<file path="src/rtl/intel_hex_record_writer_defines.svh">
// Assertion macros shared by the Intel HEX writer RTL.
// Each macro expects signals clk and arst_n in the including scope.
`ifndef INTEL_HEX_RECORD_WRITER_DEFINES_SVH
`define INTEL_HEX_RECORD_WRITER_DEFINES_SVH

// Condition must hold at every edge out of reset.
`define IHEXW_ASSERT_HOLDS(lbl, cond, msg) \
	lbl: assert property (@(posedge clk) disable iff (!arst_n) (cond)) else $error(msg);

// Same-cycle implication.
`define IHEXW_ASSERT_IMP(lbl, ante, cons, msg) \
	lbl: assert property (@(posedge clk) disable iff (!arst_n) (ante) |-> (cons)) \
		else $error(msg);

// Next-cycle implication.
`define IHEXW_ASSERT_NEXT(lbl, ante, cons, msg) \
	lbl: assert property (@(posedge clk) disable iff (!arst_n) (ante) |=> (cons)) \
		else $error(msg);

`endif

</file>
<file path="src/rtl/ihexw_pkg.sv">
// Package for the Intel HEX record writer: sizes, record codes, job types.
// No dependencies; used by every module of the block but the RAM.
`default_nettype none

package ihexw_pkg;

	localparam int RECORD_BYTES = 16;            // bytes per data record, 1..16
	localparam int LINE_DEPTH   = 16;
	localparam int NUM_BANKS    = 2;              // line buffer is double banked
	localparam int BUF_DEPTH    = LINE_DEPTH * NUM_BANKS;
	localparam int BUF_AW       = $clog2(BUF_DEPTH);
	localparam int IDX_W        = $clog2(LINE_DEPTH);
	localparam int CNT_W        = 5;

	localparam logic [7:0] RT_DATA = 8'h00;
	localparam logic [7:0] RT_EOF  = 8'h01;

	localparam logic [6:0] CH_COLON = 7'h3A;
	localparam logic [6:0] CH_LF    = 7'h0A;

	localparam logic CMD_DATA = 1'b0;
	localparam logic CMD_END  = 1'b1;

	// One record job handed from front to back.
	typedef struct packed {
		logic             has_data;  // emit a data record from the bank
		logic             has_end;   // follow with the end-of-file record
		logic [CNT_W-1:0] count;
		logic [15:0]      addr;
		logic             bank;
	} job_t;

	// Back tells front a bank may be refilled.
	typedef struct packed {
		logic valid;
		logic bank;
	} release_t;

	typedef enum logic [2:0] {
		B_IDLE,
		B_COLON,
		B_HEAD,
		B_DATA,
		B_SUM,
		B_LF
	} back_state_t;

	function automatic logic [6:0] hex_ascii(input logic [3:0] nib);
		logic [6:0] n7;
		n7 = {3'b000, nib};
		return (nib < 4'd10) ? (7'h30 + n7) : (7'h37 + n7);
	endfunction

endpackage

`default_nettype wire

</file>
<file path="src/rtl/intel_hex_record_writer.sv">
// Top level of the Intel HEX record writer: front end, job queue, back end
// and the double-banked line buffer RAM. Uses ihexw_pkg.
`default_nettype none

// Raw bytes go in on the src channel, one per cycle while the front end has
// room; a byte that completes a 16-byte line posts a data record, and an end
// command posts the flush of any partial line plus the end-of-file record.
// Text comes out on the dst channel one ASCII character per cycle while
// dst_stall is low, from the back-end sequencer: a data record of n bytes
// takes 12 + 2n characters, so a steady byte stream is limited by the
// character output. Lines are held in two buffer banks and up to two record
// jobs queue between the halves; the input stalls while both banks wait to
// be printed or while two jobs wait in the queue. last_of_run marks the line
// feed that ends the text caused by one input item.
module intel_hex_record_writer (
	input  logic       clk,
	input  logic       arst_n,
	input  logic       src_valid,
	output logic       src_stall,
	input  logic       command,
	input  logic [7:0] data_byte,
	output logic       dst_valid,
	input  logic       dst_stall,
	output logic [6:0] text_char,
	output logic       last_of_run
);
	import ihexw_pkg::*;

	logic              buf_we;
	logic [BUF_AW-1:0] buf_waddr;
	logic [7:0]        buf_wdata;
	logic              buf_re;
	logic [BUF_AW-1:0] buf_raddr;
	logic [7:0]        buf_rdata;
	logic              push;
	job_t              push_job;
	logic              q_full;
	logic              q_pop;
	logic              q_valid;
	job_t              q_head;
	release_t          rel;

	ihexw_front u_front (
		.clk       (clk),
		.arst_n    (arst_n),
		.src_valid (src_valid),
		.src_stall (src_stall),
		.command   (command),
		.data_byte (data_byte),
		.buf_we    (buf_we),
		.buf_waddr (buf_waddr),
		.buf_wdata (buf_wdata),
		.push      (push),
		.push_job  (push_job),
		.q_full    (q_full),
		.rel       (rel)
	);

	ihexw_jobq u_jobq (
		.clk        (clk),
		.arst_n     (arst_n),
		.push       (push),
		.push_job   (push_job),
		.full       (q_full),
		.pop        (q_pop),
		.head_valid (q_valid),
		.head       (q_head)
	);

	ihexw_ram #(
		.WIDTH (8),
		.DEPTH (BUF_DEPTH)
	) u_line_buf (
		.clk   (clk),
		.we    (buf_we),
		.waddr (buf_waddr),
		.wdata (buf_wdata),
		.re    (buf_re),
		.raddr (buf_raddr),
		.rdata (buf_rdata)
	);

	ihexw_back u_back (
		.clk         (clk),
		.arst_n      (arst_n),
		.q_valid     (q_valid),
		.q_head      (q_head),
		.q_pop       (q_pop),
		.buf_re      (buf_re),
		.buf_raddr   (buf_raddr),
		.buf_rdata   (buf_rdata),
		.rel         (rel),
		.dst_valid   (dst_valid),
		.dst_stall   (dst_stall),
		.text_char   (text_char),
		.last_of_run (last_of_run)
	);

endmodule

`default_nettype wire

</file>
<file path="src/rtl/ihexw_ram.sv">
// Generic single-write, single-read RAM with registered read data.
// No dependencies.
`default_nettype none

module ihexw_ram #(
	parameter int WIDTH = 8,
	parameter int DEPTH = 32
) (
	input  logic                     clk,
	input  logic                     we,
	input  logic [$clog2(DEPTH)-1:0] waddr,
	input  logic [WIDTH-1:0]         wdata,
	input  logic                     re,
	input  logic [$clog2(DEPTH)-1:0] raddr,
	output logic [WIDTH-1:0]         rdata
);

	logic [WIDTH-1:0] mem_q [DEPTH];

	always_ff @(posedge clk) begin
		if (we) begin
			mem_q[waddr] <= wdata;
		end
		if (re) begin
			rdata <= mem_q[raddr];
		end
	end

endmodule

`default_nettype wire

</file>
<file path="src/rtl/ihexw_front.sv">
// Front end: accepts bytes and end commands, fills the line buffer banks,
// tracks the running address and posts record jobs. Uses ihexw_pkg.
`default_nettype none
`include "intel_hex_record_writer_defines.svh"

module ihexw_front (
	input  logic                          clk,
	input  logic                          arst_n,
	input  logic                          src_valid,
	output logic                          src_stall,
	input  logic                          command,
	input  logic [7:0]                    data_byte,
	output logic                          buf_we,
	output logic [ihexw_pkg::BUF_AW-1:0]  buf_waddr,
	output logic [7:0]                    buf_wdata,
	output logic                          push,
	output ihexw_pkg::job_t               push_job,
	input  logic                          q_full,
	input  ihexw_pkg::release_t           rel
);
	import ihexw_pkg::*;

	logic [CNT_W-1:0]     fill_q;
	logic [15:0]          addr_q;
	logic                 cur_bank_q;
	logic [NUM_BANKS-1:0] bank_pend_q;

	logic             acc;
	logic [CNT_W-1:0] fill_inc;
	logic             line_full;
	logic             swap;

	assign src_stall = q_full | bank_pend_q[cur_bank_q];
	assign acc       = src_valid & ~src_stall;
	assign fill_inc  = fill_q + CNT_W'(1);
	assign line_full = (fill_inc == CNT_W'(RECORD_BYTES));

	assign buf_we    = acc & (command == CMD_DATA);
	assign buf_waddr = {cur_bank_q, fill_q[IDX_W-1:0]};
	assign buf_wdata = data_byte;

	always_comb begin
		push              = acc & ((command == CMD_END) | line_full);
		push_job.has_data = (command == CMD_END) ? (fill_q != '0) : 1'b1;
		push_job.has_end  = (command == CMD_END);
		push_job.count    = (command == CMD_END) ? fill_q : fill_inc;
		// address of first byte in the line
		push_job.addr     = addr_q - 16'(fill_q);
		push_job.bank     = cur_bank_q;
	end

	assign swap = push & push_job.has_data;

	always_ff @(posedge clk or negedge arst_n) begin
		if (!arst_n) begin
			fill_q      <= '0;
			addr_q      <= '0;
			cur_bank_q  <= 1'b0;
			bank_pend_q <= '0;
		end else begin
			if (acc) begin
				if (command == CMD_END) begin
					fill_q <= '0;
					addr_q <= '0;
				end else begin
					addr_q <= addr_q + 16'd1;
					fill_q <= line_full ? '0 : fill_inc;
				end
			end
			if (swap) begin
				cur_bank_q <= ~cur_bank_q;
			end
			for (int b = 0; b < NUM_BANKS; b++) begin
				if (swap && cur_bank_q == 1'(b)) begin
					bank_pend_q[b] <= 1'b1;
				end else if (rel.valid && rel.bank == 1'(b)) begin
					bank_pend_q[b] <= 1'b0;
				end
			end
		end
	end

	`IHEXW_ASSERT_IMP(a_wr_free_bank, buf_we, !bank_pend_q[cur_bank_q], "write into busy bank")
	`IHEXW_ASSERT_HOLDS(a_fill_range, fill_q < CNT_W'(RECORD_BYTES), "fill count overran line")
	`IHEXW_ASSERT_NEXT(a_pend_set, swap, bank_pend_q[$past(cur_bank_q)], "posted bank not held")

endmodule

`default_nettype wire

</file>
<file path="src/rtl/ihexw_jobq.sv">
// Two-entry job queue between front and back ends.
// Uses ihexw_pkg for the job type.
`default_nettype none

module ihexw_jobq (
	input  logic            clk,
	input  logic            arst_n,
	input  logic            push,
	input  ihexw_pkg::job_t push_job,
	output logic            full,
	input  logic            pop,
	output logic            head_valid,
	output ihexw_pkg::job_t head
);
	import ihexw_pkg::*;

	job_t       slot_q [2];
	logic       wr_ptr_q;
	logic       rd_ptr_q;
	logic [1:0] count_q;

	assign full       = (count_q == 2'd2);
	assign head_valid = (count_q != 2'd0);
	assign head       = slot_q[rd_ptr_q];

	always_ff @(posedge clk) begin
		if (push) begin
			slot_q[wr_ptr_q] <= push_job;
		end
	end

	always_ff @(posedge clk or negedge arst_n) begin
		if (!arst_n) begin
			wr_ptr_q <= 1'b0;
			rd_ptr_q <= 1'b0;
			count_q  <= '0;
		end else begin
			if (push) begin
				wr_ptr_q <= ~wr_ptr_q;
			end
			if (pop) begin
				rd_ptr_q <= ~rd_ptr_q;
			end
			case ({push, pop})
				2'b10:   count_q <= count_q + 2'd1;
				2'b01:   count_q <= count_q - 2'd1;
				default: count_q <= count_q;
			endcase
		end
	end

endmodule

`default_nettype wire

</file>
<file path="src/rtl/ihexw_back.sv">
// Back end: character sequencer that turns record jobs into HEX text,
// with the output register. Uses ihexw_pkg and reads the line buffer.
`default_nettype none
`include "intel_hex_record_writer_defines.svh"

module ihexw_back (
	input  logic                          clk,
	input  logic                          arst_n,
	input  logic                          q_valid,
	input  ihexw_pkg::job_t               q_head,
	output logic                          q_pop,
	output logic                          buf_re,
	output logic [ihexw_pkg::BUF_AW-1:0]  buf_raddr,
	input  logic [7:0]                    buf_rdata,
	output ihexw_pkg::release_t           rel,
	output logic                          dst_valid,
	input  logic                          dst_stall,
	output logic [6:0]                    text_char,
	output logic                          last_of_run
);
	import ihexw_pkg::*;

	back_state_t      state_q, state_n;
	job_t             job_q, job_n;
	logic [CNT_W-1:0] cnt_q, cnt_n;
	logic [15:0]      raddr_q, raddr_n;
	logic             rec_end_q, rec_end_n;
	logic [2:0]       digit_q, digit_n;
	logic [IDX_W-1:0] idx_q, idx_n;
	logic [7:0]       sum_q, sum_n;

	logic       out_valid_q;
	logic [6:0] text_q;
	logic       last_q;

	logic       adv;
	logic       emit;
	logic [6:0] ch;
	logic       last;
	logic [31:0] hdr;
	logic [3:0] hnib;
	logic [7:0] chk;
	logic       job_done;

	assign adv = ~out_valid_q | ~dst_stall;
	assign hdr = {3'b000, cnt_q, raddr_q, (rec_end_q ? RT_EOF : RT_DATA)};
	assign hnib = 4'(hdr >> {~digit_q, 2'b00});
	assign chk = 8'd0 - sum_q;
	assign job_done = rec_end_q | ~job_q.has_end;

	always_comb begin
		state_n   = state_q;
		job_n     = job_q;
		cnt_n     = cnt_q;
		raddr_n   = raddr_q;
		rec_end_n = rec_end_q;
		digit_n   = digit_q;
		idx_n     = idx_q;
		sum_n     = sum_q;
		q_pop     = 1'b0;
		buf_re    = 1'b0;
		buf_raddr = {job_q.bank, idx_q};
		rel       = '0;
		emit      = 1'b0;
		ch        = CH_LF;
		last      = 1'b0;
		case (state_q)
			B_IDLE: begin
				if (q_valid) begin
					q_pop   = 1'b1;
					job_n   = q_head;
					state_n = B_COLON;
					if (q_head.has_data) begin
						cnt_n     = q_head.count;
						raddr_n   = q_head.addr;
						rec_end_n = 1'b0;
						sum_n     = 8'(q_head.count) + q_head.addr[15:8] + q_head.addr[7:0];
					end else begin
						cnt_n     = '0;
						raddr_n   = '0;
						rec_end_n = 1'b1;
						sum_n     = RT_EOF;
					end
				end
			end
			B_COLON: begin
				emit = 1'b1;
				ch   = CH_COLON;
				if (adv) begin
					state_n = B_HEAD;
					digit_n = '0;
				end
			end
			B_HEAD: begin
				emit = 1'b1;
				ch   = hex_ascii(hnib);
				if (adv) begin
					digit_n = digit_q + 3'd1;
					if (digit_q == 3'd7) begin
						digit_n = '0;
						if (cnt_q != '0) begin
							// prefetch first data byte
							state_n   = B_DATA;
							idx_n     = '0;
							buf_re    = 1'b1;
							buf_raddr = {job_q.bank, {IDX_W{1'b0}}};
						end else begin
							state_n = B_SUM;
						end
					end
				end
			end
			B_DATA: begin
				emit = 1'b1;
				ch   = hex_ascii(digit_q[0] ? buf_rdata[3:0] : buf_rdata[7:4]);
				if (adv) begin
					if (!digit_q[0]) begin
						digit_n = 3'd1;
					end else begin
						digit_n = '0;
						sum_n   = sum_q + buf_rdata;
						if (CNT_W'(idx_q) + CNT_W'(1) == cnt_q) begin
							state_n = B_SUM;
						end else begin
							idx_n     = idx_q + IDX_W'(1);
							buf_re    = 1'b1;
							buf_raddr = {job_q.bank, idx_q + IDX_W'(1)};
						end
					end
				end
			end
			B_SUM: begin
				emit = 1'b1;
				ch   = hex_ascii(digit_q[0] ? chk[3:0] : chk[7:4]);
				if (adv) begin
					if (!digit_q[0]) begin
						digit_n = 3'd1;
					end else begin
						digit_n = '0;
						state_n = B_LF;
					end
				end
			end
			B_LF: begin
				emit = 1'b1;
				ch   = CH_LF;
				last = job_done;
				if (adv) begin
					if (job_done) begin
						state_n   = B_IDLE;
						rel.valid = job_q.has_data;
						rel.bank  = job_q.bank;
					end else begin
						// end-of-file record follows the flushed line
						state_n   = B_COLON;
						cnt_n     = '0;
						raddr_n   = '0;
						rec_end_n = 1'b1;
						sum_n     = RT_EOF;
					end
				end
			end
			default: begin
				state_n = B_IDLE;
			end
		endcase
	end

	always_ff @(posedge clk or negedge arst_n) begin
		if (!arst_n) begin
			state_q     <= B_IDLE;
			out_valid_q <= 1'b0;
		end else begin
			state_q <= state_n;
			if (adv) begin
				out_valid_q <= emit;
			end
		end
	end

	always_ff @(posedge clk) begin
		job_q     <= job_n;
		cnt_q     <= cnt_n;
		raddr_q   <= raddr_n;
		rec_end_q <= rec_end_n;
		digit_q   <= digit_n;
		idx_q     <= idx_n;
		sum_q     <= sum_n;
		if (adv) begin
			text_q <= ch;
			last_q <= last;
		end
	end

	assign dst_valid   = out_valid_q;
	assign text_char   = text_q;
	assign last_of_run = last_q;

	`IHEXW_ASSERT_IMP(a_data_idx, state_q == B_DATA, CNT_W'(idx_q) < cnt_q, "data index past count")
	`IHEXW_ASSERT_IMP(a_last_is_lf, out_valid_q && last_q, text_q == CH_LF, "run ends off a line feed")
	`IHEXW_ASSERT_NEXT(a_eof_follows, state_q == B_LF && adv && !job_done, state_q == B_COLON && rec_end_q, "end record missing after flush")
	`IHEXW_ASSERT_IMP(a_pop_idle, q_pop, state_q == B_IDLE, "job taken while busy")

endmodule

`default_nettype wire

</file>
<file path="config.mk">
export PLATFORM = sky130hd
export DESIGN_NAME = intel_hex_record_writer
export DESIGN_NICKNAME = d
export VERILOG_FILES = /design/src/rtl/ihexw_pkg.sv /design/src/rtl/intel_hex_record_writer.sv /design/src/rtl/ihexw_ram.sv /design/src/rtl/ihexw_front.sv /design/src/rtl/ihexw_jobq.sv /design/src/rtl/ihexw_back.sv
export VERILOG_INCLUDE_DIRS = /design/src /design/src/rtl
export SDC_FILE = /design/constraint.sdc
export NUM_CORES = 1
export LEC_CHECK = 0
export BUFFER_PORTS_ARGS = -buffer_cell sky130_fd_sc_hd__buf_2
export CAP_MARGIN = 5
export CORE_AREA = 2 2 235 237
export DETAILED_ROUTE_END_ITERATION = 10
export DIE_AREA = 0 0 237 239
export PLACE_DENSITY_LB_ADDON = 0.05
export RECOVER_POWER = 50
export SYNTH_ARGS = -nofsm -noshare
export SYNTH_HDL_FRONTEND = slang
export SYNTH_SLANG_ARGS = --single-unit
</file>
<file path="constraint.sdc">
create_clock -name clk -period 4.2 [get_ports clk]
set_clock_uncertainty 0.2 [all_clocks]
set_input_delay 0.42 -clock clk [delete_from_list [all_inputs] [get_ports clk]]
set_output_delay 0.42 -clock clk [all_outputs]
set_load 0.05 [all_outputs]
</file>
### Word level (Yosys, flattened, before mapping)

Memory sizes are Yosys's and may differ from the RTL's. A register that Yosys moved wholly into a read port is not among the register bits.
Index checks and enable logic that the tools add are counted.

* flip-flop bits (word level): 80
* memory bits (writable): 304
* bits of input ports: 13
* logic and storage cells: 203
* memories kept: 2

* add/subtract/negate cells: 18
* order comparisons: 4
* equality and inequality tests: 25
* shifts and indexed selects: 1
* mux-type cells: 91
* bitwise gates (word level): 18
* reduce and logical (&&, ||, !) cells: 23

Memories
* u_line_buf.mem_q: words 32, width 8, rd ports 1, clocked after Yosys merged registers in 1, wr ports 1, RTL line ihexw_ram.sv:18 `logic [WIDTH-1:0] mem_q [DEPTH];`
* u_jobq.slot_q: words 2, width 24, rd ports 1, clocked after Yosys merged registers in 0, wr ports 1, RTL line ihexw_jobq.sv:17 `job_t slot_q [2];`

Operators with widths (number)
* $mux 16: 5
* $mux 4: 14
* $mux 8: 6
* $mux 3: 15
* $add 6x4->7 const A: 6
* $mux 5: 7
* $pmux 16 s2: 1
* $shr 29x5->4: 1
* $pmux 7 s4: 1
* $mux 1: 27
* $pmux 8 s3: 1
* $ne 2x1->1 const B: 11
* $mux 7: 3
* $pmux 3 s6: 1
* $add 16x1->16 const B: 1
* $add 8x8->8: 2
* $pmux 4 s2: 2
* $sub 16x5->16: 1
* $lt 4x4->1 const B: 3
* $reduce_bool 2->1: 6
* $pmux 5 s2: 1
* $reduce_and 10->1: 1
* $reduce_bool 5->1: 2
* $eq 3x3->1 const B: 3
* 33 further kinds: 59

### Depth between registers and ports, before layout

Gate-level depths: netlist (run 1).

* depth after elaboration: 9
* mapped depth: 13

### Hierarchy

A second synthesis (run 1) with hierarchy kept.

* cells, all modules: 1131
* area, all modules: 17907.2 um^2

By module, submodules not included
* ihexw_ram: instances 1, cells an instance 417, area each 10133.5 um^2
* ihexw_back: instances 1, cells an instance 383, area each 3834.9 um^2
* ihexw_jobq: instances 1, cells an instance 91, area each 2020.7 um^2
* ihexw_front: instances 1, cells an instance 240, area each 1918.1 um^2

### Worst setup path before layout (run 1)

Ideal clock, no wire load.

* path kind: register -> register
* start: register u_jobq.rd_ptr_q
* end: register u_back.sum_q[7] (data pin)
* setup time: 0.269 ns
* data arrival time: 3.220 ns
* setup slack: 0.512 ns
* stages on the path, launching flop included: 13
* path buffers: 2
* clock period less this slack: 3.688 ns
* path through: dfrtp_1 clkbuf_1 clkbuf_1 mux2_2 fa_1 ha_1 fa_1 a21o_1 a21oi_1 o21bai_1 a21oi_1 xnor2_1 o22ai_1

RTL lines
* start: declaration: RTL line ihexw_jobq.sv:19 `logic rd_ptr_q;`
* start signal: assignment: RTL line ihexw_jobq.sv:42 `rd_ptr_q <= ~rd_ptr_q;`
* end signal: assignment: RTL line ihexw_back.sv:188 `sum_q <= sum_n;`
* end: declaration: RTL line ihexw_back.sv:30 `logic [7:0] sum_q, sum_n;`

### Worst setup path after layout (run 1)

* start: register u_back.idx_q[1]
* end: register u_line_buf.rdata[4], read port of u_line_buf.mem_q (data pin)

* cells in the longest elaborated chain, start to end: 6
* elaborated cells between the ends (all ways): 14
* classes of those cells: 2 x add/sub; 1 x eq/ne; 11 x mux

RTL lines
* start: declaration: RTL line ihexw_back.sv:29 `logic [IDX_W-1:0] idx_q, idx_n;`
* start signal: assignment: RTL line ihexw_back.sv:187 `idx_q <= idx_n;`
* $add 4x1->5: RTL line ihexw_back.sv:122 `if (CNT_W'(idx_q) + CNT_W'(1) == cnt_q) begin`
* $eq 5x5->1: RTL line ihexw_back.sv:122
* $mux 4 / $mux 1 (equally long branches): RTL line ihexw_back.sv:122
* $mux 4 / $mux 1 (equally long branches): RTL line ihexw_back.sv:117 `if (!digit_q[0]) begin`
* $mux 4 / $mux 1 (equally long branches): RTL line ihexw_back.sv:116 `if (adv) begin`
* $pmux 4 s2 / $pmux 1 s2 (equally long branches): RTL line ihexw_back.sv:67 `case (state_q)`
* end: declaration: RTL line ihexw_ram.sv:15 `output logic [WIDTH-1:0] rdata`

Parallel ways exist; a longest one is shown, timed or not.
A chain may end at the register's enable or synchronous reset.

==> results.sh, run 1 <==
export IMPL_outcome="finished with violations"
export IMPL_violations="max-capacitance violations, max-slew violations"
export IMPL_top_usage_layer="met2"
export IMPL_p_leak_nw=7.46
export IMPL_endpoint_kind="flop"
export IMPL_ys_flop_type="edfxtp_1"
export IMPL_die_area_um2=56600
export IMPL_clk_latency_ns=0.58
export IMPL_clk_root_buffer_cell="clkbuf_16"
export IMPL_worstSetupStartpointType="flop"
export IMPL_ir_drop_v=0.000310
export IMPL_syn_inst=1373
export IMPL_grt_use_met2_pct=28.1
export IMPL_grt_pass1_vias=11345
export IMPL_fin_tns_setup_ns=0
export IMPL_clock_power_share_pct=28.6
export IMPL_cts_tree="done"
export IMPL_ys_warn_count=0
export IMPL_io_buffers=22
export IMPL_dpl_cell_count=2115
export IMPL_synthTopCellsByCount="edfxtp_1 (360), nand2_1 (219), nor2_1 (89)"
export IMPL_grtUsageMet3_pct=2.78
export IMPL_utilization_pct=38.0
export IMPL_grt_start_max_net_pins=65
export IMPL_clkSinkCount=392
export IMPL_antenna_cells=0
export IMPL_clockBufferDepth=3
export IMPL_grt_first_pass_wirelength_um=73400
export IMPL_die_h_um=239
export IMPL_die_x_um=237
export IMPL_synth_edff_count=360
export IMPL_synth_fp_nets=1427
export IMPL_grt_remaining_overflow=0
export IMPL_track_usage_pct=17.4
export IMPL_period_share_pct=95.1
export IMPL_powerDensity_nw_per_um2=679
export IMPL_core_um2=54300
export IMPL_seqPwrFrac_pct=36.9
export IMPL_finalWeightedCongestion=0.784
export IMPL_drc=0
export IMPL_yosys_register_bits=392
export IMPL_timing_final_crit_period_ns=4.00
export IMPL_nFillCells=5194
export IMPL_area_delta_synth_final_pct=16.6
export IMPL_slew_headroom_pct=-44.8
export IMPL_routedWlPerCell_um=22.1
export IMPL_drive_above_1_share_pct=12.6
export IMPL_grt_use_met1_pct=24.7
export IMPL_p_int_mw=9.05
export IMPL_max_cap_violations=9
export IMPL_critical_path_arrival_ns=4.24
export IMPL_swShare_pct=35.4
export IMPL_crit_required_ns=4.45
export IMPL_max_slew_worst_pin_slew_ns=2.17
export IMPL_avgSynthCellArea_um2=12.9
export IMPL_rsz0062_at_grt="false"
export IMPL_hp_class="in2reg"
export IMPL_combPwrFrac_pct=34.5
export IMPL_syn_area_um2=17700
export IMPL_min_path_cells=2
export IMPL_cts_htree_levels=2
export IMPL_route_vias_total=11202
export IMPL_rr_worst_depth=11
export IMPL_stdcell_count=2199
export IMPL_nets=1515
export IMPL_ys_top_cells_by_area="edfxtp_1 (61%), nand2_1 (4.6%), dfrtp_1 (4.5%)"
export IMPL_cts_made_buffers=47
export IMPL_hold_slack_ns=0.0311
export IMPL_p_switching_mw=4.97
export IMPL_synth_cell_types=68
export IMPL_synth_top_cell_area_share_pct=61.0
export IMPL_yosysSeqAreaShare_pct=65.6
export IMPL_ant_nets=0
export IMPL_wl_um=48600
export IMPL_cp_max_fo=24
export IMPL_report_final_slew_viol_count=297
export IMPL_synthArstFlopShare_pct=8.16
export IMPL_hold_viol=0
export IMPL_initial_core_util_pct=32.6
export IMPL_yosysMostFrequentCell="edfxtp_1"
export IMPL_path_clk_slew_ns=0.06
export IMPL_yosys_area_top_type="edfxtp_1"
export IMPL_stdcell_area_um2=20700
export IMPL_critical_path_class="reg2reg"
export IMPL_dpl_hpwl_um=31900
export IMPL_rows=86
export IMPL_place_area_um2=19200
export IMPL_antenna_found_initial=1
export IMPL_max_freq_ghz=0.250
export IMPL_dr_pass1_iters=5
export IMPL_ios=23
export IMPL_via_per_inst=5.09
export IMPL_setup_viol=0
export IMPL_drt_iter0_drc=707
worst paths after layout:
path	start	slack, ns	endpoint
worst max-delay path	u_back.idx_q[1]	0.20	u_line_buf.rdata[4]
worst min-delay path	dst_stall	0.03	u_back.digit_q[2]
worst max register to register	u_back.idx_q[1]	0.20	u_line_buf.rdata[4]
worst min register to register	u_front.bank_pend_q[0]	0.31	u_front.bank_pend_q[0]
max in group asynchronous	arst_n	1.72	u_front.bank_pend_q[1]
min in group asynchronous	arst_n	0.82	u_front.addr_q[11]
cell usage in the layout (no fill, tap or decap), types with 14 or more instances in the layout:
cell,netlist,layout
inv_1,24,24
edfxtp_1,360,360
a211oi_1,15,15
a21oi_1,44,43
nand3_1,18,18
a2111oi_0,16,15
and3_1,71,71
mux2i_1,46,45
ha_1,33,33
mux2_2,23,22
o21ai_0,58,58
xor2_1,26,26
nand2_1,219,218
clkinv_1,2,15
xnor2_1,29,29
clkbuf_16,0,48
clkbuf_1,45,34
nor2_1,89,87
buf_4,5,74
dfrtp_1,32,32
a32o_1,32,32
nand2b_1,14,14
nor4_1,18,18
power groups by stage:
stage | Sequential, mW | Combinational [mW] | Clock, mW
after floorplan | 5.27 | 3.14 | 0
after global placement | 5.27 | 4.91 | 0
after detailed placement | 5.27 | 4.92 | 0
after CTS | 5.19 | 4.94 | 4.12
after global routing | 5.24 | 5.37 | 4.26
final | 5.18 | 4.83 | 4.01
logic make-up after synthesis:
family | after synthesis | share of synthesized area [%]
XOR/XNOR | 56 | 2.81
multiplexers | 71 | 4.27
buffers and inverters | 100 | 2.49
AND/OR/NAND/NOR | 484 | 12.7
flip-flops | 392 | 65.6
AO/OA/AOI/OAI | 229 | 8.93
adder cells (fa/ha/maj) | 41 | 3.24
what timing repair did:
item | in CTS | in global routing
hold buffers | 1 | 0
endpoints found under the setup margin | 1 | 1
endpoints found under the hold margin | 32 | 0
resized for setup | 1 | 2
buffers inserted | 0 | 0
pin swaps | 0 | 0
flip-flops by register name, summed over array words and instances (netlist names):
signal,cells
u_back.cnt_q,5
u_back.digit_q,3
u_back.dst_valid,1
u_back.idx_q,4
u_back.job_q,3
u_back.last_of_run,1
u_back.raddr_q,16
u_back.rec_end_q,1
u_back.state_q,3
u_back.sum_q,8
u_back.text_char,7
u_front.addr_q,16
u_front.bank_pend_q,2
u_front.cur_bank_q,1
u_front.fill_q,5
u_jobq.count_q,2
u_jobq.rd_ptr_q,1
u_jobq.slot_q,48
u_jobq.wr_ptr_q,1
u_line_buf.mem_q,256
u_line_buf.rdata,8
stage by stage:
stage	power, mW	worst slack, ns
after floorplan	8.41	0.512
after global placement	10.2	-0.0649
after detailed placement	10.2	-0.0751
after CTS	14.3	0.0500
after global routing	14.9	0.0177
final	14.0	0.205
area by class of cell:
class                      instances  area [um^2]  share of cell area [%]
sequential                       392        11600                    56.2
multi-input combinational        881         5730                    27.7
clock buffer                      55         1230                    5.94
tap                              704          881                    4.26
timing repair buffer             113          842                    4.08
clock inverter                    28          270                    1.31
inverter                          26         97.6                   0.472
critical path, stage by stage (launching register included):
cell and delay [ns]:
edfxtp_1 0.44, ha_1 0.34, xnor2_1 0.16, o211ai_1 0.14, nor2_1 0.17, a21o_2 0.19
mux2i_4 0.83, buf_4 0.28, a21oi_1 0.04, a32o_1 0.21, a2111oi_0 0.64, or4_1 0.21
layer usage:
layer | wire length (um) | share of wire, % | vias to the layer above
li1 | - | - | 5330
met1 | 23500 | 48 | 5608
met2 | 22400 | 46 | 202
met3 | 1780 | 3.7 | 62
met4 | 935 | 1.9 | 0
met5 | 0 | 0 | -
No activity file was read; power rests on OpenSTA's default activity.
==> run 2: changes to the inputs <==
--- a/config.mk
+++ b/config.mk
@@ -13,6 +13,7 @@
 export DIE_AREA = 0 0 237 239
 export PLACE_DENSITY_LB_ADDON = 0.05
 export RECOVER_POWER = 50
+export SETUP_SLACK_MARGIN = 0.5
 export SYNTH_ARGS = -nofsm -noshare
 export SYNTH_HDL_FRONTEND = slang
 export SYNTH_SLANG_ARGS = --single-unit
==> results.sh, run 2 (synthesis gave the netlist of run 1 again) <==
export IMPL_report_final_slew_viol_count=297
export IMPL_cp_num_buf_inv=2
export IMPL_worstSetupStartpointType="flop"
export IMPL_cp_top_family="simple AND/OR/NAND/NOR gates"
export IMPL_drive_above_1_share_pct=15.3
export IMPL_io_buffers=22
export IMPL_p_total_mw=14.3
export IMPL_max_cap_violations=9
export IMPL_p_int_mw=9.22
export IMPL_cts_htree_levels=2
export IMPL_combPwrFrac_pct=35.8
export IMPL_endpoint_kind="flop"
export IMPL_p_leak_nw=7.64
export IMPL_rows=86
export IMPL_critical_path_arrival_ns=3.82
export IMPL_cp_max_fo=23
export IMPL_track_usage_pct=17.8
export IMPL_die_x_um=237
export IMPL_fin_tns_setup_ns=0
export IMPL_ant_nets=0
export IMPL_drt_iter0_drc=777
export IMPL_critical_path_class="reg2reg"
export IMPL_die_area_um2=56600
export IMPL_max_slew_worst_pin_slew_ns=2.16
export IMPL_regMostFlops="u_line_buf.mem_q"
export IMPL_p_switching_mw=5.10
export IMPL_nFillCells=5191
export IMPL_multi_input_area_um2=5870
export IMPL_nets=1541
export IMPL_ir_drop_v=0.000311
export IMPL_cts_tree="done"
export IMPL_period_share_pct=88.5
export IMPL_outcome="finished with violations"
export IMPL_wl_um=50300
export IMPL_hold_viol=0
export IMPL_swShare_pct=35.6
export IMPL_max_freq_ghz=0.269
export IMPL_area_delta_synth_final_pct=18.9
export IMPL_rsz0062_at_grt="true"
export IMPL_grt_start_max_net_pins=33
export IMPL_drc=0
export IMPL_die_h_um=239
export IMPL_path_clk_slew_ns=0.06
export IMPL_cpPeakStageDelay_ns=0.45
export IMPL_initial_core_util_pct=32.6
export IMPL_setup_viol=0
export IMPL_grt_first_pass_wirelength_um=74600
export IMPL_core_um2=54300
export IMPL_top_regs="u_line_buf.mem_q (256), u_jobq.slot_q (48)"
export IMPL_clockBufferDepth=3
export IMPL_seqPwrFrac_pct=36.2
export IMPL_clkSinkCount=392
export IMPL_powerDensity_nw_per_um2=680
export IMPL_violations="max-capacitance violations, max-slew violations"
export IMPL_ios=23
export IMPL_cts_made_buffers=47
export IMPL_dr_pass1_iters=8
export IMPL_timing_final_crit_period_ns=3.72
export IMPL_clk_root_buffer_cell="clkbuf_16"
export IMPL_dpl_hpwl_um=31900
export IMPL_route_vias_total=11335
export IMPL_grt_remaining_overflow=0
export IMPL_antenna_found_initial=2
export IMPL_hp_class="in2reg"
export IMPL_final_common_cell="edfxtp_1"
export IMPL_crit_required_ns=4.30
export IMPL_via_per_inst=5.09
export IMPL_clock_power_share_pct=28.0
export IMPL_slew_headroom_pct=-44.3
export IMPL_largest_reg_flops=256
export IMPL_antenna_cells=0
export IMPL_clk_latency_ns=0.58
export IMPL_grt_pass1_vias=11416
export IMPL_slowest_stage="or4_1"
export IMPL_seq_area_um2=11600
export IMPL_most_common_layout_cells="edfxtp_1 (360), nand2_1 (218), buf_4 (93)"
export IMPL_routedWlPerCell_um=22.6
export IMPL_cp_cell_sequence="ha_1 -> xnor2_1 -> o211ai_1 -> or2_0 -> o31a_4 -> and2_4 -> buf_12 -> a21oi_1 -> a32o_1 -> a2111oi_0 -> buf_4 -> or4_1"
export IMPL_finalWeightedCongestion=0.784
run 2: routing by layer:
metal	track usage [%]	share of wire, %	up-vias
met3	2.78	3.6	61
met4	4.33	1.8	0
li1	-	-	5387
met1	25.4	48	5682
met5	0	0	-
met2	28.4	46	205
run 2: repair_timing:
item                                   in CTS  in global routing
setup endpoints to repair                   8                  9
resized for setup                          20                 24
hold buffers                                1                  0
endpoints found under the hold margin      32                  0
pin swaps                                   5                  4
cloned                                      2                  3
setup buffers                              13                  8
run 2: worst register-to-register path: cells and delay by family (launching register included):
kind / cells / cell delay, ns
and+or+nand+nor: 3 / 1.05
AOI/OAI and AO/OA: 5 / 0.98
DFF: 1 / 0.40
buffers and inverters: 2 / 0.35
adders and majority gates: 1 / 0.33
xor gates and xnor gates: 1 / 0.16
run 2: power groups by stage:
stage / sequential [mW] / combinational [mW] / clock [mW]
after floorplan: 5.27 / 3.14 / 0
after global placement: 5.27 / 4.91 / 0
after detailed placement: 5.27 / 4.92 / 0
after CTS: 5.19 / 5.08 / 4.12
after global routing: 5.24 / 5.66 / 4.26
final: 5.18 / 5.13 / 4.01
run 2: path summary, 6_finish.rpt:
path,startpoint,endpoint,slack (ns),cells past startpoint
max in group asynchronous,arst_n,u_jobq.count_q[0],1.73,2
max reg2reg,u_back.idx_q[1],u_line_buf.rdata[2],0.48,12
min in group asynchronous,arst_n,u_front.addr_q[11],0.81,2
min reg2reg,u_front.bank_pend_q[0],u_front.bank_pend_q[0],0.31,2
min,dst_stall,u_back.digit_q[2],0.03,2
max,u_back.idx_q[1],u_line_buf.rdata[2],0.48,12
run 2: per-stage QoR:
| step | hold WS [ns] | instance area (um^2) | util [%] | setup WS, ns | instances |
|---|---|---|---|---|---|
| after floorplan | -0.0756 | 17700 | - | 0.512 | 1373 |
| after global placement | 0.286 | 19200 | 35.3 | -0.0649 | 2115 |
| after detailed placement | 0.288 | 19200 | 35.3 | -0.0751 | 2115 |
| after CTS | 0.00467 | 20900 | 38.5 | 0.514 | 2214 |
| after global routing | 0.0261 | 21100 | 38.8 | 0.356 | 2225 |
| final | 0.0336 | 21100 | 38.8 | 0.483 | 2225 |
run 2: final cells by class:
class                      instances  area share (%)
multi-input combinational        882            27.9
timing repair buffer             138            5.26
clock inverter                    28            1.28
tap                              704            4.18
inverter                          26           0.463
clock buffer                      55            5.83
sequential                       392            55.1
==> run 3: changes to the inputs <==
--- a/config.mk
+++ b/config.mk
@@ -8,9 +8,9 @@
 export LEC_CHECK = 0
 export BUFFER_PORTS_ARGS = -buffer_cell sky130_fd_sc_hd__buf_2
 export CAP_MARGIN = 5
-export CORE_AREA = 2 2 235 237
+export CORE_AREA = 2 2 202 204
 export DETAILED_ROUTE_END_ITERATION = 10
-export DIE_AREA = 0 0 237 239
+export DIE_AREA = 0 0 204 206
 export PLACE_DENSITY_LB_ADDON = 0.05
 export RECOVER_POWER = 50
 export SETUP_SLACK_MARGIN = 0.5
==> results.sh, run 3 (synthesis gave the netlist of run 1 again) <==
export IMPL_layout_setup_ws_ns=0.544
export IMPL_max_slew_worst_pin_slew_ns=2.08
export IMPL_regMostFlops="u_line_buf.mem_q"
export IMPL_clk_root_buffer_cell="clkbuf_16"
export IMPL_powerDensity_nw_per_um2=661
export IMPL_dpl_cell_count=1924
export IMPL_rows=74
export IMPL_endpoint_kind="flop"
export IMPL_area_delta_synth_final_pct=14.3
export IMPL_via_per_inst=5.57
export IMPL_routedWlPerCell_um=22.3
export IMPL_grt_remaining_overflow=0
export IMPL_wl_um=44800
export IMPL_core_um2=40200
export IMPL_cp_max_fo=32
export IMPL_dr_pass1_iters=7
export IMPL_min_path_cells=2
export IMPL_worstSetupStartpointType="flop"
export IMPL_ir_drop_v=0.000340
export IMPL_nFillCells=3599
export IMPL_violations="max-capacitance violations, max-slew violations"
export IMPL_ios=23
export IMPL_drive_above_1_share_pct=12.5
export IMPL_track_usage_pct=21.8
export IMPL_die_area_um2=42000
export IMPL_route_vias_total=11183
export IMPL_critical_path_class="reg2reg"
export IMPL_outcome="finished with violations"
export IMPL_cp_top_family="simple AND/OR/NAND/NOR gates"
export IMPL_hold_slack_ns=0.0348
export IMPL_rsz0062_at_grt="true"
export IMPL_dpl_hpwl_um=29000
export IMPL_cpPeakStageDelay_ns=0.52
export IMPL_final_common_cell="edfxtp_1"
export IMPL_stdcell_count=2009
export IMPL_max_cap_violations=9
export IMPL_io_buffers=22
export IMPL_cts_made_buffers=43
export IMPL_grt_pass1_vias=10947
export IMPL_antenna_found_initial=0
export IMPL_max_freq_ghz=0.274
export IMPL_r2r_slack_ns=0.54
export IMPL_drt_iter0_drc=1024
export IMPL_drc=0
export IMPL_setup_viol=0
export IMPL_grt_first_pass_wirelength_um=68100
export IMPL_antenna_cells=0
export IMPL_clkSinkCount=392
export IMPL_rr_worst_depth=10
export IMPL_critical_path_arrival_ns=3.76
export IMPL_die_h_um=206
export IMPL_dp_worst_setup_slack_ns=0.239
export IMPL_clk_latency_ns=0.56
export IMPL_finalWeightedCongestion=0.805
export IMPL_grt_start_max_net_pins=45
export IMPL_ant_nets=0
export IMPL_timing_final_crit_period_ns=3.66
export IMPL_crit_required_ns=4.30
export IMPL_place_area_um2=18800
export IMPL_path_clk_slew_ns=0.06
export IMPL_die_x_um=204
export IMPL_report_final_slew_viol_count=264
export IMPL_period_share_pct=87.0
export IMPL_top_regs="u_line_buf.mem_q (256), u_jobq.slot_q (48)"
export IMPL_nets=1502
export IMPL_hold_viol=0
export IMPL_cts_htree_levels=2
export IMPL_clockBufferDepth=3
export IMPL_slew_headroom_pct=-38.7
export IMPL_stdcell_area_um2=20200
export IMPL_fin_tns_setup_ns=0
export IMPL_cp_cell_sequence="buf_4 -> nor2b_1 -> nand4_1 -> nand3_1 -> o31a_1 -> nand2_4 -> bufbuf_16 -> a211oi_1 -> nor4_4 -> or4_1"
export IMPL_most_common_layout_cells="edfxtp_1 (360), nand2_1 (217), nor2_1 (87)"
export IMPL_p_leak_nw=7.31
export IMPL_hp_class="in2reg"
export IMPL_cp_num_cells=10
export IMPL_initial_core_util_pct=44.1
export IMPL_cp_num_buf_inv=2
export IMPL_cts_tree="done"
export IMPL_slowest_stage="or4_1"
export IMPL_largest_reg_flops=256
==> run 3: worst reg2reg max path, cell delays in order, from the launching register on <==
cell       delay, ns
dfrtp_1         0.47
buf_4           0.22
nor2b_1         0.26
nand4_1         0.26
nand3_1         0.17
o31a_1          0.29
nand2_4         0.16
bufbuf_16       0.36
a211oi_1        0.39
nor4_4          0.10
or4_1           0.52
==> run 3: path summary, 6_finish.rpt <==
check | endpoint | startpoint
max in group asynchronous | u_jobq.count_q[1] | arst_n
min in group asynchronous | u_front.addr_q[12] | arst_n
worst max register to register | u_line_buf.rdata[4] | u_back.state_q[2]
worst max-delay path | u_line_buf.rdata[4] | u_back.state_q[2]
worst min-delay path | u_back.digit_q[0] | dst_stall
worst min register to register | u_front.bank_pend_q[1] | u_front.bank_pend_q[1]
==> run 3: layout make-up <==
type / instances / area, um^2 / share of cell area, %
clock buffers: 55 / 1130 / 5.59
flip-flops and latches: 392 / 11600 / 57.4
repair buffers: 104 / 828 / 4.09
multi-input cells: 881 / 5810 / 28.7
well taps: 532 / 666 / 3.29
inverters: 26 / 97.6 / 0.482
clock inverters: 19 / 93.8 / 0.464
==> run 3: repair_timing <==
action,4_1_cts,5_1_grt
buffers inserted,2,7
pin swaps,1,5
gates cloned,1,0
resized for setup,10,24
setup endpoints to repair,8,9
hold endpoints to repair,32,0
hold buffers,1,0
==> run 3: per-layer routing <==
| metal | track usage (%) | wire length (um) | up-vias |
|---|---|---|---|
| li1 | - | - | 5283 |
| met2 | 34.2 | 20700 | 255 |
| met5 | 0 | 0 | - |
| met1 | 32.1 | 21100 | 5591 |
| met4 | 6.29 | 916 | 0 |
| met3 | 2.76 | 2080 | 54 |
==> run 3: metrics by stage <==
stage	power, mW	utilization, %
4_1_cts	13.4	50.1
5_1_grt	14.1	50.4
6_report	13.4	50.4
3_5_place_dp	9.95	46.8
3_3_place_gp	9.92	46.8
2_1_floorplan	8.41	-
==> run 3: power breakdown <==
part | internal [mW] | total [mW] | leakage [nW] | switching [mW]
sequential | 4.87 | 5.19 | 3.67 | 0.321
clock | 1.89 | 3.37 | 0.592 | 1.48
combinational | 1.84 | 4.82 | 3.05 | 2.98
